### src/design/hdle_pkg.sv
// Shared types, constants and character helpers for the hex dump line encoder.
`default_nettype none

package hdle_pkg;

    localparam int BYTES_PER_LINE = 16;
    localparam int ADDRESS_DIGITS = 8;
    localparam int FIFO_DEPTH     = 4;

    localparam int POS_W  = $clog2(BYTES_PER_LINE);
    localparam int CNT_W  = $clog2(BYTES_PER_LINE + 1);
    localparam int DIG_W  = (ADDRESS_DIGITS > 1) ? $clog2(ADDRESS_DIGITS) : 1;
    localparam int FPTR_W = (FIFO_DEPTH > 1) ? $clog2(FIFO_DEPTH) : 1;
    localparam int FCNT_W = $clog2(FIFO_DEPTH + 1);

    typedef logic [POS_W-1:0]  t_pos;
    typedef logic [CNT_W-1:0]  t_cnt;
    typedef logic [DIG_W-1:0]  t_dig;
    typedef logic [FPTR_W-1:0] t_fptr;
    typedef logic [FCNT_W-1:0] t_fcnt;

    typedef enum logic {
        REQ_DATA = 1'b0,
        REQ_END  = 1'b1
    } t_req;

    typedef enum logic {
        CFG_GROUP_MASK = 1'b0,
        CFG_ISO_MODE   = 1'b1
    } t_cfg_idx;

    localparam logic [7:0] CH_SPACE   = 8'h20;
    localparam logic [7:0] CH_COLON   = 8'h3A;
    localparam logic [7:0] CH_DOT     = 8'h2E;
    localparam logic [7:0] CH_NEWLINE = 8'h0A;
    localparam logic [7:0] CH_ZERO    = 8'h30;

    typedef struct packed {
        logic        is_end;
        logic        hdr;
        logic        close;
        t_pos        pos;
        logic [7:0]  data;
        logic [7:0]  txt;
        logic [31:0] addr;
    } t_cmd;

    function automatic logic [7:0] hex_char(input logic [3:0] nib);
        logic [7:0] v;
        v = 8'(nib);
        hex_char = (nib < 4'd10) ? (8'h30 + v) : (8'h57 + v);
    endfunction

    function automatic logic [7:0] printable(input logic [7:0] c, input logic iso);
        logic dot;
        dot = (c < 8'h20) ||
              (iso ? ((c >= 8'h7F) && (c < 8'hA0)) : (c >= 8'h7F));
        printable = dot ? CH_DOT : c;
    endfunction

    function automatic logic group_hit(input t_pos pos, input logic [2:0] gm);
        logic [7:0] p;
        logic [7:0] m;
        p = 8'(pos);
        m = 8'(gm);
        group_hit = ((p & m) == m);
    endfunction

endpackage

`default_nettype wire

### src/design/hdle_in_if.sv
// Input channel: byte or end-of-stream beats.
`default_nettype none

interface hdle_in_if;
    logic       valid;
    logic       ready;
    logic       req_type;
    logic [7:0] data_byte;

    modport source (output valid, output req_type, output data_byte, input ready);
    modport sink   (input valid, input req_type, input data_byte, output ready);
endinterface

`default_nettype wire

### src/design/hdle_out_if.sv
// Output channel: one dump character per beat.
`default_nettype none

interface hdle_out_if;
    logic       valid;
    logic       ready;
    logic [7:0] out_char;
    logic       last_of_run;

    modport source (output valid, output out_char, output last_of_run, input ready);
    modport sink   (input valid, input out_char, input last_of_run, output ready);
endinterface

`default_nettype wire

### src/design/hex_dump_line_encoder.sv
// Top level: configuration registers, front end, command queue and character sequencer.
//
//   channel  | dir | beat contents
//   i_in     | in  | req_type, data_byte
//   o_out    | out | out_char, last_of_run (one character per beat)
//   i_cfg_*  | in  | register index, write data (group_mask, iso_mode)
//
// The sequencer emits one character per cycle while the output is not stalled:
// two hex digits per byte, plus a space on a group boundary; the address and
// separator open a line, text and newline close it; end beats pad, then close.
// The character sequencer sets the rate; the front end takes a beat per
// cycle while the four-entry command queue has room.
// Reset is synchronous, active low, and clears line position, address and queue.
// A stalled output holds its beat in the output register.
`default_nettype none

module hex_dump_line_encoder import hdle_pkg::*; (
    input  wire logic       i_clk,
    input  wire logic       i_rst_n,
    input  wire logic       i_cfg_we,
    input  wire logic       i_cfg_idx,
    input  wire logic [2:0] i_cfg_data,
    hdle_in_if.sink         i_in,
    hdle_out_if.source      o_out
);

    logic [2:0] r_group_mask;
    logic       r_iso_mode;
    logic       fifo_full;
    logic       fifo_empty;
    logic       push;
    logic       pop;
    t_cmd       cmd_in;
    t_cmd       cmd_out;

    always_ff @(posedge i_clk) begin
        if (!i_rst_n) begin
            r_group_mask <= 3'd1;
            r_iso_mode   <= 1'b0;
        end else if (i_cfg_we) begin
            unique case (t_cfg_idx'(i_cfg_idx))
                CFG_GROUP_MASK: r_group_mask <= i_cfg_data;
                CFG_ISO_MODE:   r_iso_mode   <= i_cfg_data[0];
                default:        r_iso_mode   <= r_iso_mode;
            endcase
        end
    end

    hdle_front u_front (
        .i_clk       (i_clk),
        .i_rst_n     (i_rst_n),
        .i_iso_mode  (r_iso_mode),
        .i_in        (i_in),
        .i_fifo_full (fifo_full),
        .o_push      (push),
        .o_cmd       (cmd_in)
    );

    hdle_fifo u_fifo (
        .i_clk   (i_clk),
        .i_rst_n (i_rst_n),
        .i_push  (push),
        .i_cmd   (cmd_in),
        .i_pop   (pop),
        .o_full  (fifo_full),
        .o_empty (fifo_empty),
        .o_cmd   (cmd_out)
    );

    hdle_back u_back (
        .i_clk        (i_clk),
        .i_rst_n      (i_rst_n),
        .i_group_mask (r_group_mask),
        .i_fifo_empty (fifo_empty),
        .i_cmd        (cmd_out),
        .o_pop        (pop),
        .o_out        (o_out)
    );

endmodule

`default_nettype wire

### src/design/hdle_front.sv
// Front end: accepts input beats, tracks line position and address, builds commands.
`default_nettype none

module hdle_front import hdle_pkg::*; (
    input  wire logic i_clk,
    input  wire logic i_rst_n,
    input  wire logic i_iso_mode,
    hdle_in_if.sink   i_in,
    input  wire logic i_fifo_full,
    output logic      o_push,
    output t_cmd      o_cmd
);

    t_pos        r_pos;
    logic [31:0] r_addr;
    logic        accept;
    logic        is_end;
    logic        closing;

    assign i_in.ready = !i_fifo_full;
    assign accept     = i_in.valid && i_in.ready;
    assign is_end     = (t_req'(i_in.req_type) == REQ_END);
    assign closing    = (r_pos == t_pos'(BYTES_PER_LINE - 1));

    always_comb begin
        o_cmd.is_end = is_end;
        o_cmd.hdr    = (r_pos == '0);
        o_cmd.close  = is_end || closing;
        o_cmd.pos    = r_pos;
        o_cmd.data   = i_in.data_byte;
        o_cmd.txt    = printable(i_in.data_byte, i_iso_mode);
        o_cmd.addr   = r_addr;
        // drop an end beat on an empty line
        o_push       = accept && (!is_end || (r_pos != '0));
    end

    always_ff @(posedge i_clk) begin
        if (!i_rst_n) begin
            r_pos  <= '0;
            r_addr <= '0;
        end else if (accept) begin
            if (is_end) begin
                r_pos  <= '0;
                r_addr <= '0;
            end else if (closing) begin
                r_pos  <= '0;
                r_addr <= r_addr + 32'(BYTES_PER_LINE);
            end else begin
                r_pos  <= r_pos + t_pos'(1);
            end
        end
    end

endmodule

`default_nettype wire

### src/design/hdle_fifo.sv
// Command queue between front end and character sequencer.
`default_nettype none

module hdle_fifo import hdle_pkg::*; (
    input  wire logic i_clk,
    input  wire logic i_rst_n,
    input  wire logic i_push,
    input  wire t_cmd i_cmd,
    input  wire logic i_pop,
    output logic      o_full,
    output logic      o_empty,
    output t_cmd      o_cmd
);

    t_cmd  r_mem [FIFO_DEPTH];
    t_fptr r_wr;
    t_fptr r_rd;
    t_fcnt r_cnt;
    logic  do_push;
    logic  do_pop;

    assign o_full  = (r_cnt == t_fcnt'(FIFO_DEPTH));
    assign o_empty = (r_cnt == '0);
    assign o_cmd   = r_mem[r_rd];
    assign do_push = i_push && !o_full;
    assign do_pop  = i_pop && !o_empty;

    always_ff @(posedge i_clk) begin
        if (do_push) begin
            r_mem[r_wr] <= i_cmd;
        end
    end

    always_ff @(posedge i_clk) begin
        if (!i_rst_n) begin
            r_wr  <= '0;
            r_rd  <= '0;
            r_cnt <= '0;
        end else begin
            if (do_push) begin
                r_wr <= (r_wr == t_fptr'(FIFO_DEPTH - 1)) ? '0 : r_wr + t_fptr'(1);
            end
            if (do_pop) begin
                r_rd <= (r_rd == t_fptr'(FIFO_DEPTH - 1)) ? '0 : r_rd + t_fptr'(1);
            end
            if (do_push && !do_pop) begin
                r_cnt <= r_cnt + t_fcnt'(1);
            end else if (do_pop && !do_push) begin
                r_cnt <= r_cnt - t_fcnt'(1);
            end
        end
    end

endmodule

`default_nettype wire

### src/design/hdle_back.sv
// Back end: steps through each command and emits dump characters.
`default_nettype none

module hdle_back import hdle_pkg::*; (
    input  wire logic       i_clk,
    input  wire logic       i_rst_n,
    input  wire logic [2:0] i_group_mask,
    input  wire logic       i_fifo_empty,
    input  wire t_cmd       i_cmd,
    output logic            o_pop,
    hdle_out_if.source      o_out
);

    typedef enum logic [3:0] {
        PH_ADDR, PH_COLON, PH_SPACE, PH_HI, PH_LO, PH_GRP,
        PH_PAD1, PH_PAD2, PH_PADG, PH_CSP, PH_TXT, PH_NL
    } t_phase;

    logic       r_busy;
    t_phase     r_phase;
    t_cmd       r_cmd;
    t_dig       r_dig;
    t_cnt       r_idx;
    logic [7:0] r_text [BYTES_PER_LINE];
    logic       r_ov;
    logic [7:0] r_char;
    logic       r_last;

    logic       n_busy;
    t_phase     n_phase;
    t_dig       n_dig;
    t_cnt       n_idx;

    logic       step;
    logic       done;
    logic [7:0] cur_char;
    logic       cur_last;
    logic       hit_pos;
    logic       hit_idx;
    logic       pad_end;
    t_cnt       txt_n;
    logic [2:0] sel;

    assign o_out.valid       = r_ov;
    assign o_out.out_char    = r_char;
    assign o_out.last_of_run = r_last;

    assign step    = r_busy && (!r_ov || o_out.ready);
    assign hit_pos = group_hit(r_cmd.pos, i_group_mask);
    assign hit_idx = group_hit(r_idx[POS_W-1:0], i_group_mask);
    assign pad_end = (r_idx == t_cnt'(BYTES_PER_LINE - 1));
    assign txt_n   = r_cmd.is_end ? t_cnt'(r_cmd.pos) : t_cnt'(BYTES_PER_LINE);
    assign sel     = 3'(r_dig);
    assign done    = step && cur_last;
    assign o_pop   = !i_fifo_empty && (!r_busy || done);

    always_comb begin
        cur_char = CH_SPACE;
        cur_last = 1'b0;
        unique case (r_phase)
            PH_ADDR: begin
                cur_char = (32'(r_dig) >= 32'd8) ? CH_ZERO
                         : hex_char(4'(r_cmd.addr >> {sel, 2'b00}));
            end
            PH_COLON: cur_char = CH_COLON;
            PH_SPACE: cur_char = CH_SPACE;
            PH_HI:    cur_char = hex_char(r_cmd.data[7:4]);
            PH_LO: begin
                cur_char = hex_char(r_cmd.data[3:0]);
                cur_last = !hit_pos && !r_cmd.close;
            end
            PH_GRP: begin
                cur_char = CH_SPACE;
                cur_last = !r_cmd.close;
            end
            PH_PAD1, PH_PAD2, PH_PADG, PH_CSP: cur_char = CH_SPACE;
            PH_TXT:   cur_char = r_text[r_idx[POS_W-1:0]];
            PH_NL: begin
                cur_char = CH_NEWLINE;
                cur_last = 1'b1;
            end
            default:  cur_char = CH_SPACE;
        endcase
    end

    always_comb begin
        n_busy  = r_busy;
        n_phase = r_phase;
        n_dig   = r_dig;
        n_idx   = r_idx;
        if (step) begin
            unique case (r_phase)
                PH_ADDR: begin
                    if (r_dig == '0) begin
                        n_phase = PH_COLON;
                    end else begin
                        n_dig = r_dig - t_dig'(1);
                    end
                end
                PH_COLON: n_phase = PH_SPACE;
                PH_SPACE: n_phase = PH_HI;
                PH_HI:    n_phase = PH_LO;
                PH_LO: begin
                    if (hit_pos) begin
                        n_phase = PH_GRP;
                    end else if (r_cmd.close) begin
                        n_phase = PH_CSP;
                    end
                end
                PH_GRP: begin
                    if (r_cmd.close) begin
                        n_phase = PH_CSP;
                    end
                end
                PH_PAD1: n_phase = PH_PAD2;
                PH_PAD2, PH_PADG: begin
                    if ((r_phase == PH_PAD2) && hit_idx) begin
                        n_phase = PH_PADG;
                    end else if (pad_end) begin
                        n_phase = PH_CSP;
                    end else begin
                        n_phase = PH_PAD1;
                        n_idx   = r_idx + t_cnt'(1);
                    end
                end
                PH_CSP: begin
                    n_phase = PH_TXT;
                    n_idx   = '0;
                end
                PH_TXT: begin
                    if (r_idx == txt_n - t_cnt'(1)) begin
                        n_phase = PH_NL;
                    end else begin
                        n_idx = r_idx + t_cnt'(1);
                    end
                end
                PH_NL: n_phase = PH_NL;
                default: n_phase = PH_NL;
            endcase
            if (cur_last) begin
                n_busy = 1'b0;
            end
        end
        if (o_pop) begin
            n_busy = 1'b1;
            n_dig  = t_dig'(ADDRESS_DIGITS - 1);
            n_idx  = t_cnt'(i_cmd.pos);
            if (i_cmd.is_end) begin
                n_phase = PH_PAD1;
            end else if (i_cmd.hdr) begin
                n_phase = PH_ADDR;
            end else begin
                n_phase = PH_HI;
            end
        end
    end

    always_ff @(posedge i_clk) begin
        if (o_pop) begin
            r_cmd <= i_cmd;
            if (!i_cmd.is_end) begin
                r_text[i_cmd.pos] <= i_cmd.txt;
            end
        end
        if (step) begin
            r_char <= cur_char;
            r_last <= cur_last;
        end
        r_dig <= n_dig;
        r_idx <= n_idx;
    end

    always_ff @(posedge i_clk) begin
        if (!i_rst_n) begin
            r_busy  <= 1'b0;
            r_phase <= PH_NL;
            r_ov    <= 1'b0;
        end else begin
            r_busy  <= n_busy;
            r_phase <= n_phase;
            if (step) begin
                r_ov <= 1'b1;
            end else if (o_out.ready) begin
                r_ov <= 1'b0;
            end
        end
    end

endmodule

`default_nettype wire
### src/flat_wrapper.sv
// flat-port wrapper written by rule: the top's interface ports become plain ports
module hex_dump_line_encoder_flat import hdle_pkg::*;
  (i_clk, i_rst_n, i_cfg_we, i_cfg_idx, i_cfg_data, i_in_valid, i_in_req_type, i_in_data_byte, i_in_ready, o_out_valid, o_out_out_char, o_out_last_of_run, o_out_ready);
  hdle_in_if i_in_i ();
  hdle_out_if o_out_i ();
  input  wire logic i_clk;
  input  wire logic i_rst_n;
  input  wire logic i_cfg_we;
  input  wire logic i_cfg_idx;
  input  wire logic [2:0] i_cfg_data;
  input wire logic [$bits(i_in_i.valid)-1:0] i_in_valid;
  input wire logic [$bits(i_in_i.req_type)-1:0] i_in_req_type;
  input wire logic [$bits(i_in_i.data_byte)-1:0] i_in_data_byte;
  output wire logic [$bits(i_in_i.ready)-1:0] i_in_ready;
  output wire logic [$bits(o_out_i.valid)-1:0] o_out_valid;
  output wire logic [$bits(o_out_i.out_char)-1:0] o_out_out_char;
  output wire logic [$bits(o_out_i.last_of_run)-1:0] o_out_last_of_run;
  input wire logic [$bits(o_out_i.ready)-1:0] o_out_ready;
  assign i_in_i.valid = i_in_valid;
  assign i_in_i.req_type = i_in_req_type;
  assign i_in_i.data_byte = i_in_data_byte;
  assign i_in_ready = i_in_i.ready;
  assign o_out_valid = o_out_i.valid;
  assign o_out_out_char = o_out_i.out_char;
  assign o_out_last_of_run = o_out_i.last_of_run;
  assign o_out_i.ready = o_out_ready;
  hex_dump_line_encoder u_core (.i_clk(i_clk), .i_rst_n(i_rst_n), .i_cfg_we(i_cfg_we), .i_cfg_idx(i_cfg_idx), .i_cfg_data(i_cfg_data), .i_in(i_in_i), .o_out(o_out_i));
endmodule
### config.mk
export PLATFORM = sky130hd
export DESIGN_NAME = hex_dump_line_encoder_flat
export DESIGN_NICKNAME = d
export VERILOG_FILES = /design/src/design/hdle_pkg.sv /design/src/design/hdle_in_if.sv /design/src/design/hdle_out_if.sv /design/src/design/hex_dump_line_encoder.sv /design/src/design/hdle_front.sv /design/src/design/hdle_fifo.sv /design/src/design/hdle_back.sv /design/src/flat_wrapper.sv
export SDC_FILE = /design/constraint.sdc
export NUM_CORES = 1
export LEC_CHECK = 0
export ABC_AREA = 0
export BUFFER_PORTS_ARGS = -buffer_cell sky130_fd_sc_hd__buf_2
export CAP_MARGIN = 20
export CORE_UTILIZATION = 55
export DETAILED_ROUTE_END_ITERATION = 12
export PLACE_DENSITY_LB_ADDON = 0.12
export SYNTH_ARGS = -nofsm -noshare
export SYNTH_HDL_FRONTEND = slang
export SYNTH_SLANG_ARGS = --single-unit
### constraint.sdc
create_clock -name i_clk -period 5.1 [get_ports i_clk]
set_input_delay 0.51 -clock i_clk [delete_from_list [all_inputs] [get_ports i_clk]]
set_output_delay 0.51 -clock i_clk [all_outputs]
set_load 0.01 [all_outputs]
==> impl.org, run 1 <==
** Routing
- Total via count after detailed routing :: 9304
- For this run, design rule violations remaining after detail routing come to 0.
- The first routing iteration left a little under 900 violations.
- Dividing the detail-routed wire length by the instance count gives 22.64 um.
- The first detailed-routing pass took 5 iterations.
- For this block, the routed nets add up to between 30000 and 40000 um of wire.
- Once detail routing completed, the nets flagged for antenna violations numbered 0.
- Detailed-route vias per instance :: 5.863

** STA
- After routing, the total negative slack on setup checks comes to 0 ns.
- Count of final hold-check violations :: 0
- Maximum clock frequency :: around 250 MHz
- The max-slew violation count came to 0.
- Endpoints failing setup :: 0
- Of the available clock period, the critical path in the final layout requires 0.7747.
- Across all setup checks in the final design, the least slack found is 1.149 ns.
- Post-Route Skew :: 0.02869 ns
- For the finished layout, the period the worst path requires is between 3 and 4 ns.
- Slew at the pin closest to its max-slew limit :: between 1 and 1.5 ns
- Worst max-slew margin expressed relative to the limit :: 0.2927
- Setup repair after global routing left no endpoint under its margin.

** Worst setup path
- RR Endpoint :: u_core.u_back.r_text[1][0]$_DFFE_PP_
- The worst setup path is of the flip-flop to flip-flop kind.
- Critical path data arrival time :: a little over 4 ns
- Beginning of the critical path :: u_core.u_back.r_phase[2]$_SDFFE_PN0P_
- The worst setup path is launched from a flip-flop.
- Worst reg2reg startpoint :: u_core.u_back.r_phase[2]$_SDFFE_PN0P_
- The most critical setup path has its endpoint at u_core.u_back.r_text[1][0]$_DFFE_PP_.
- The worst register-to-register path has a depth of 6.
- In this run the register-to-register setup slack is about 1.1 ns.
- Of all nets on the critical path, the largest fanout is 20.
- WP data required :: approximately 5.3 ns
- Setup crit end kind :: flip-flop

** Power
- Of the total power, combinational logic draws 0.246.
- For this design the static power due to leakage is around 6.6 nW.
- Of the total power, the share spent switching nets is 0.3028.
- IR drop worst, VDD :: 0.0002931 V
- Power spread over the standard cell area amounts to 560.1 nW/um2.
- The internal power of the cells totals a little under 8 mW.
- Clock power frac :: 0.287
- Of the total power, registers draw 0.467.
- Summed over all nets, the switching power comes to about 3.4 mW.

** Synth
- In this run the cell area of the synthesized design comes to about 18000 um2.
- For this run, asynchronously set or reset flops after synthesis account for 0.
- Of the synthesized area, sequential elements account for 0.7078.
- Yosys mapped a number of flops with a built-in enable equal to 387.
- Nets in the synthesized netlist :: 1105
- Yosys reg bits :: between 400 and 500
- Number of instances in the synthesized netlist :: between 1000 and 1500
- Synth warnings :: 0
- After synthesis, the netlist uses 68 different library cells.
- Among all cell types in the netlist, the one instantiated most often is edfxtp_1.
- Synth top area share :: 0.6425
- List of most frequent post-synthesis cells :: edfxtp_1 (387), mux4_2 (94), nor2_1 (72), nand2_1 (61), dfxtp_1 (59)
- Dividing the synthesized area by the synthesized cell count gives 16.92 um2.
- The largest total area in the synthesized netlist belongs to edfxtp_1.
- The most used flip-flop cell after synthesis is edfxtp_1.
- After synthesis, the cell types taking the most area are edfxtp_1 (64%), mux4_2 (12%), dfxtp_1 (6.5%).

** CTS
- The H-tree was split into 2 levels.
- In this run the deepest clock path goes through 3 buffers.
- Clock-pin slew was measured on the worst setup and hold paths at ~0.060 ns.
- # hold bufs at CTS :: 0
- The tree built by TritonCTS fans out to about 450 sinks.
- TritonCTS built the clock tree.
- Clock root cell :: clkbuf_16
- In this run, post-CTS repair resized a total of 0 instances.
- The later pin in the worst-skew pair is clocked with a latency of 0.55 ns.
- Post-CTS setup repair buffer count :: 0
- Buffers inserted during clock tree synthesis total 44.

** Outcome
- The flow ran to the end, and the final reports show no timing, DRC or antenna violations.

** Final layout
- For this run, the share of the core covered by cells in the final layout is 0.6196.
- Area added between synthesis and finish :: 11.17%
- Count of inserted antenna diode cells :: 0
- Cell area after layout :: just over 20000 um2
- In the final layout, the share of cells above drive strength 1 is 0.1974.
- The net count of the finished layout is ~1100.

** Placed design
- Summing all placed instances gives a cell area of 18640 um2.
- Total half-perimeter wirelength after legalization and detailed placement :: ~23000 um
- The count of buffers added on input and output ports is 28.
- Routability-driven placement congestion ratio :: 0.8654
- Post-place setup slack :: 1.268 ns

** Floorplanning
- Die Wd :: 183.3 um
- Number of cell rows :: 66
- Floorplan die area :: 33620 um2
- Measured along the y axis, the die boundary spans roughly 180 um.
- Starting density of the core :: 0.5573
- The total area inside the core boundary comes to between 30000 and 40000 um2.
- Pin placement for this block handled 29 I/O pins.

** GRT
- The initial antenna violation count is 0.
- Leftover overflow at the end of global routing :: 0
- The number of global-route vias before repair is a little over 9000.
- Entering global routing, the biggest net connects 36 pins.
- Across every metal layer, demand over resource in global routing totals 0.2212.
- The first global-routing pass estimated roughly 55000 um of wire.

** Worst hold path
- Kind of path behind the tightest hold check :: input pin to flip-flop

** Job
- Max Cap Violations :: 0
[registers in the layout, summed over array words and instances, names as in the netlist, 3 cells and up, named ones only]
name                          cells
u_core.u_fifo.r_mem             204
u_core.u_back.r_text            128
u_core.u_back.r_cmd              42
u_core.u_front.r_addr            28
u_core.u_back.o_out.out_char      8
u_core.u_back.r_idx               5
u_core.u_back.r_phase             4
u_core.u_front.r_pos              4
u_core.r_group_mask               3
u_core.u_back.r_dig               3
u_core.u_fifo.r_cnt               3
[layer usage]
layer | global-route usage | vias up | wire, um
met3 | 0.03078 | 63 | 1502
li1 | - | 4298 | -
met1 | 0.3040 | 4689 | 15330
met2 | 0.3696 | 254 | 18090
met4 | 0.06833 | 0 | 1001
met5 | 0 | - | 0
[worst min-delay path by stage]
| stage | startpoint | to | slack, ns | cells after the start |
|---|---|---|---|---|
| after floorplan | u_core.r_iso_mode$_SDFFE_PN0P_ | u_core.r_iso_mode$_SDFFE_PN0P_ | 0.43 | 2 |
| after global placement | u_core.u_fifo.r_rd[1]$_SDFFE_PN0P_ | flip-flop | 0.46 | 2 |
| after detailed placement | u_core.u_fifo.r_rd[1]$_SDFFE_PN0P_ | flip-flop | 0.47 | 2 |
| after CTS | i_cfg_data[1] | u_core.r_group_mask[1]$_SDFFE_PN0P_ | 0.20 | 3 |
| after global routing | i_in_data_byte[4] | u_core.u_fifo.r_mem[3][44]$_DFFE_PP_ | 0.21 | 1 |
| final | i_cfg_data[1] | u_core.r_group_mask[1]$_SDFFE_PN0P_ | 0.22 | 3 |
[kinds of logic after synthesis]
kind of cell	after synthesis	share of synthesized area
xor gates and xnor gates	36	0.01743
buffers and inverters	74	0.01875
AOI/OAI and AO/OA	119	0.04178
adders and majority gates	18	0.01287
muxes	113	0.1277
and+or+nand+nor	263	0.07367
DFF	446	0.7078
[layout by cell type (no fill, tap or decap), drive strengths merged, types with 3 or more instances in the layout]
master	instances
edfxtp	387
mux4	94
nor2	73
nand2	61
dfxtp	59
clkbuf	53
buf	39
a21oi	36
o21ai	29
inv	28
clkinv	25
nand3	22
xnor2	19
nand2b	19
mux2i	17
xor2	17
ha	17
nor3	16
or3	14
nand4	10
and3	10
a31oi	8
and2	8
o31ai	7
nor2b	6
nand3b	6
o211ai	5
bufinv	5
or2	5
a31o	4
o311ai	3
a211oi	3
o21a	3
and4	3
[through the flow]
stage | std cells | total power [mW] | hold slack (ns)
after floorplan | 1069 | 7.226 | 0.4312
final | 1587 | 11.26 | 0.2162
after CTS | 1587 | 11.37 | 0.1973
after global placement | 1505 | 8.104 | 0.4625
after detailed placement | 1505 | 8.139 | 0.4731
after global routing | 1587 | 11.75 | 0.2053
[critical path: stages (launching register included)]
cell and delay [ns]:
dfxtp_1 0.83, nand2b_1 0.23, o311ai_1 0.41, nand3_1 0.75, nor3_1 0.45, nand2_1 0.23, nor2_1 0.65
[power by group through the flow]
| stage | sequential [mW] | combinational, mW | clock [mW] |
|---|---|---|---|
| 2_1_floorplan | 4.97 | 2.26 | 0 |
| 3_3_place_gp | 5.33 | 2.77 | 0 |
| 3_5_place_dp | 5.35 | 2.79 | 0 |
| 4_1_cts | 5.27 | 2.80 | 3.29 |
| 5_1_grt | 5.34 | 2.99 | 3.42 |
| 6_report | 5.26 | 2.77 | 3.24 |
[final cells by class]
class                      instances  area [um2]
sequential                       446       12810
inverter                          29       108.9
clock buffer                      53        1187
timing repair buffer              39       222.7
tap                              442       553.0
fill                            2341       12350
clock inverter                    29       275.3
multi-input combinational        549        4951
Power figures use the tool's default switching activity.
==> run 2, diff against run 1 <==
Clock period 5.1 ns to 3.9 ns, I/O delays scaled along.
==> run 2 against run 1 <==
Compared with the run above: die area did not move; critical path depth rose by 4; sequential share of layout area fell by 0.16 points; critical path type unchanged.
==> impl.org, run 2 (synthesis results as in run 1) <==
** Worst setup path
- Startpoint type of the worst setup path :: flip-flop (unchanged)
- The setup slack of the most critical reg-to-reg path is 0.94 ns (was 1.15 ns).
- Critical path class :: flip-flop to flip-flop (unchanged)
- The launch point of the worst reg-to-reg path is u_core.u_front.r_pos[0]$_SDFFE_PN0P_ (was u_core.u_back.r_phase[2]$_SDFFE_PN0P_).
- RR Endpoint :: u_core.u_fifo.r_cnt[2]$_SDFFE_PN0P_ (was u_core.u_back.r_text[1][0]$_DFFE_PP_)
- Critical path data arrival time :: 3.41 ns (was 4.10 ns)
- The depth of the worst register-to-register path came to 10 (was 6).
- WP data required :: 4.34 ns (was 5.25 ns)
- The critical path capture point type is a flip-flop (unchanged).
- CP Max Fanout :: 8 (was 20)

** Floorplanning
- # IOs :: 29 (unchanged)
- Starting density of the core :: 0.5573 (unchanged)
- The area of the die was 33620 um2 (unchanged).
- The core region area was 32450 um2 (unchanged).
- Floorplan die height :: 183.3 um (unchanged)
- Number of cell rows :: 66 (unchanged)
- Die Wd :: 183.3 um (unchanged)

** STA
- Max-slew violations :: 0 (unchanged)
- The count of endpoints failing setup in the final report came to 0 (unchanged).
- The accumulated negative setup slack is 0 ns (unchanged).
- The maximum frequency from static timing analysis came to 337.4 MHz (was 253.1 MHz).
- Worst max-slew margin expressed relative to the limit :: 0.3392 (was 0.2927)
- The fraction of the cycle the final worst path needs is 0.7599 (was 0.7747).
- Post-route minimum period :: 2.963 ns (was 3.951 ns)
- Fin worst setup slack :: 0.9365 ns (was 1.149 ns)
- The actual transition at the worst max-transition pin came to 0.9888 ns (was 1.058 ns).
- Post-Route Skew :: 0.01437 ns (was 0.02869 ns)
- Count of final hold-check violations :: 0 (unchanged)
- Setup repair after global routing missed its margin :: no (unchanged)

** Job
- Max Cap Violations :: 0 (unchanged)

** Power
- Power per unit of standard cell area :: 725.7 nW/um2 (was 560.1 nW/um2)
- The fraction of power spent switching nets came to 0.2994 (was 0.3028).
- The combinational power share was 0.261 (was 0.246).
- IR drop worst, VDD :: 0.0004408 V (was 0.0002931 V)
- The design internal power is 10.25 mW (was 7.852 mW).
- Net switching component of the power :: 4.380 mW (was 3.410 mW)
- Leakage power :: 6.587 nW (was 6.597 nW)
- Clock power frac :: 0.281 (was 0.287)
- The share of total power in sequential cells is 0.457 (was 0.467).

** GRT
- Number of antenna violations at the first check in global routing :: 0 (unchanged)
- Leftover overflow at the end of global routing :: 0 (unchanged)
- The global router's overall resource usage came to 0.2186 (was 0.2212).
- Wire length of the first global-routing pass :: 54510 um (was 55180 um)
- Maximum number of pins on one net before global-route repair :: 52 (was 36)
- Vias in the first global route :: 9209 (was 9146)

** Placed design
- The pre-CTS setup slack is 0.9701 ns (was 1.268 ns).
- Routability-driven placement congestion ratio :: 0.8782 (was 0.8654)
- The sum of net half-perimeters after detailed placement was 22340 um (was 23400 um).
- Number of buffers inserted by port buffering :: 28 (unchanged)

** CTS
- The clock-pin slew reported for the worst setup and hold paths after clock tree synthesis was 0.06 ns (about the same).
- CTS tree :: built (unchanged)
- Post-cts repair resize count :: 0 (unchanged)
- The number of clock sinks was 446 (unchanged).
- The number of buffers between clock root and the deepest sink was 3 (unchanged).
- The clock root buffer is clkbuf_16 (unchanged).
- # hold bufs at CTS :: 0 (unchanged)
- Total clock buffers created by CTS :: 44 (unchanged)
- The insertion delay to the later sink of the worst-skew pair is 0.54 ns (was 0.55 ns).
- Post-CTS setup repair buffer count :: 0 (unchanged)
- The H-tree depth came to 2 (unchanged).

** Worst hold path
- Worst Hold Launch :: i_cfg_data[0] (was i_cfg_data[1])
- Worst hold path depth :: 3 (unchanged)
- The type of the worst min-delay path is input pin to flip-flop (unchanged).
- The end of the worst hold path was u_core.r_group_mask[0]$_SDFFE_PN1P_ (was u_core.r_group_mask[1]$_SDFFE_PN0P_).

** Final layout
- Most used cells in the layout excluding fill and tap cells :: edfxtp_1 (387), mux4_2 (94), nor2_1 (72) (unchanged)
- The most common cell after layout, fill and taps aside is edfxtp_1 (unchanged).
- The area overhead of the layout relative to synthesis was 11.45% (was 11.17%).
- The net count reported at finish came to 1151 (was 1145).
- The register bank with the most flops is u_core.u_fifo.r_mem (unchanged).
- The antenna cell count was 0 (unchanged).
- The fraction of layout instances using a drive strength above 1 was 0.1934 (was 0.1974).
- The number of flip-flops under the largest register name was 204 (unchanged).
- Registers with the most flip-flops: u_core.u_fifo.r_mem: 204 flops, u_core.u_back.r_text: 128 flops, u_core.u_back.r_cmd: 42 flops (unchanged).
- The utilization after layout was 0.6211 (was 0.6196).

** Routing
- Detailed-route vias per instance :: 5.833 (was 5.863)
- Initial DRC Count :: 704 (was 891)
- The detailed-route via count came to 9274 (was 9304).
- First drt pass iteration count :: 5 (unchanged)
- Routed WL per cell :: 22.21 um (was 22.64 um)
- The detailed-routing wirelength on met1 came to 15170 um (was 15330 um).
- The highest metal layer with signal wires is met4 (unchanged).
- The final routed wirelength across all metal layers is 35320 um (was 35930 um).
- The wire length on met3 was 1446 um (was 1502 um).
- The residual antenna-violating net count after detailed routing is 0 (unchanged).
- Amount of wire on met2 after detailed routing :: 17850 um (was 18090 um)
- The number of design rule violations left after detail routing is 0 (unchanged).

** Outcome
- Status :: complete, no violations (unchanged)
==> run 2: power groups by stage <==
stage               Combinational, mW  Sequential [mW]  Clock [mW]
floorplan                        2.95             6.50           0
global placement                 3.84             6.78           0
global route                     4.13             6.78        4.39
detailed placement               3.88             6.80           0
CTS                              3.88             6.70        4.21
finish                           3.83             6.69        4.11
==> run 2: worst max-delay path by stage <==
stage / start / endpoint / slack [ns]
floorplan: u_core.u_back.r_phase[2]$_SDFFE_PN0P_ / u_core.u_back.r_idx[1]$_DFFE_PP_ / 0.78
global route: u_core.u_front.r_pos[0]$_SDFFE_PN0P_ / u_core.u_fifo.r_cnt[2]$_SDFFE_PN0P_ / 0.77
finish: u_core.u_front.r_pos[0]$_SDFFE_PN0P_ / u_core.u_fifo.r_cnt[2]$_SDFFE_PN0P_ / 0.94
CTS: u_core.u_front.r_pos[0]$_SDFFE_PN0P_ / u_core.u_fifo.r_cnt[2]$_SDFFE_PN0P_ / 0.95
detailed placement: u_core.u_front.r_pos[0]$_SDFFE_PN0P_ / u_core.u_fifo.r_cnt[2]$_SDFFE_PN0P_ / 0.97
global placement: flip-flop / u_core.u_back.r_text[9][4]$_DFFE_PP_ / 1.0
==> run 2: cell type report <==
| type | instances | area (um2) |
|---|---|---|
| Clock buffer | 60 | 1192 |
| Fill cell | 2332 | 12300 |
| Timing Repair Buffer | 45 | 330.3 |
| Clock inverter | 19 | 214.0 |
| Tap cell | 442 | 553.0 |
| Inverter | 29 | 108.9 |
| Sequential cell | 446 | 12810 |
| Multi-Input combinational cell | 549 | 4951 |
==> run 2: critical path, cell delays in order (launching register included) <==
cell,delay [ns]
dfxtp_1,0.47
inv_1,0.08
ha_1,0.19
nor3b_1,0.18
a21oi_1,0.60
ha_1,0.29
inv_1,0.06
fa_1,0.38
xor2_1,0.17
or3_1,0.31
a21oi_1,0.15
==> run 2: stage by stage <==
| stage | hold slack, ns | cells | total power, mW | instance area (um2) |
|---|---|---|---|---|
| floorplan | 0.4312 | 1069 | 9.450 | 18090 |
| global placement | 0.4646 | 1511 | 10.63 | 18750 |
| detailed placement | 0.4843 | 1511 | 10.68 | 18750 |
| CTS | 0.06932 | 1590 | 14.80 | 20160 |
| global route | 0.08465 | 1590 | 15.30 | 20160 |
| finish | 0.09392 | 1590 | 14.63 | 20160 |
==> run 2: layer usage <==
| metal | vias up | track usage |
|---|---|---|
| li1 | 4307 | - |
| met3 | 51 | 0.02939 |
| met2 | 218 | 0.3664 |
| met1 | 4698 | 0.3019 |
| met4 | 0 | 0.06400 |
| met5 | - | 0 |
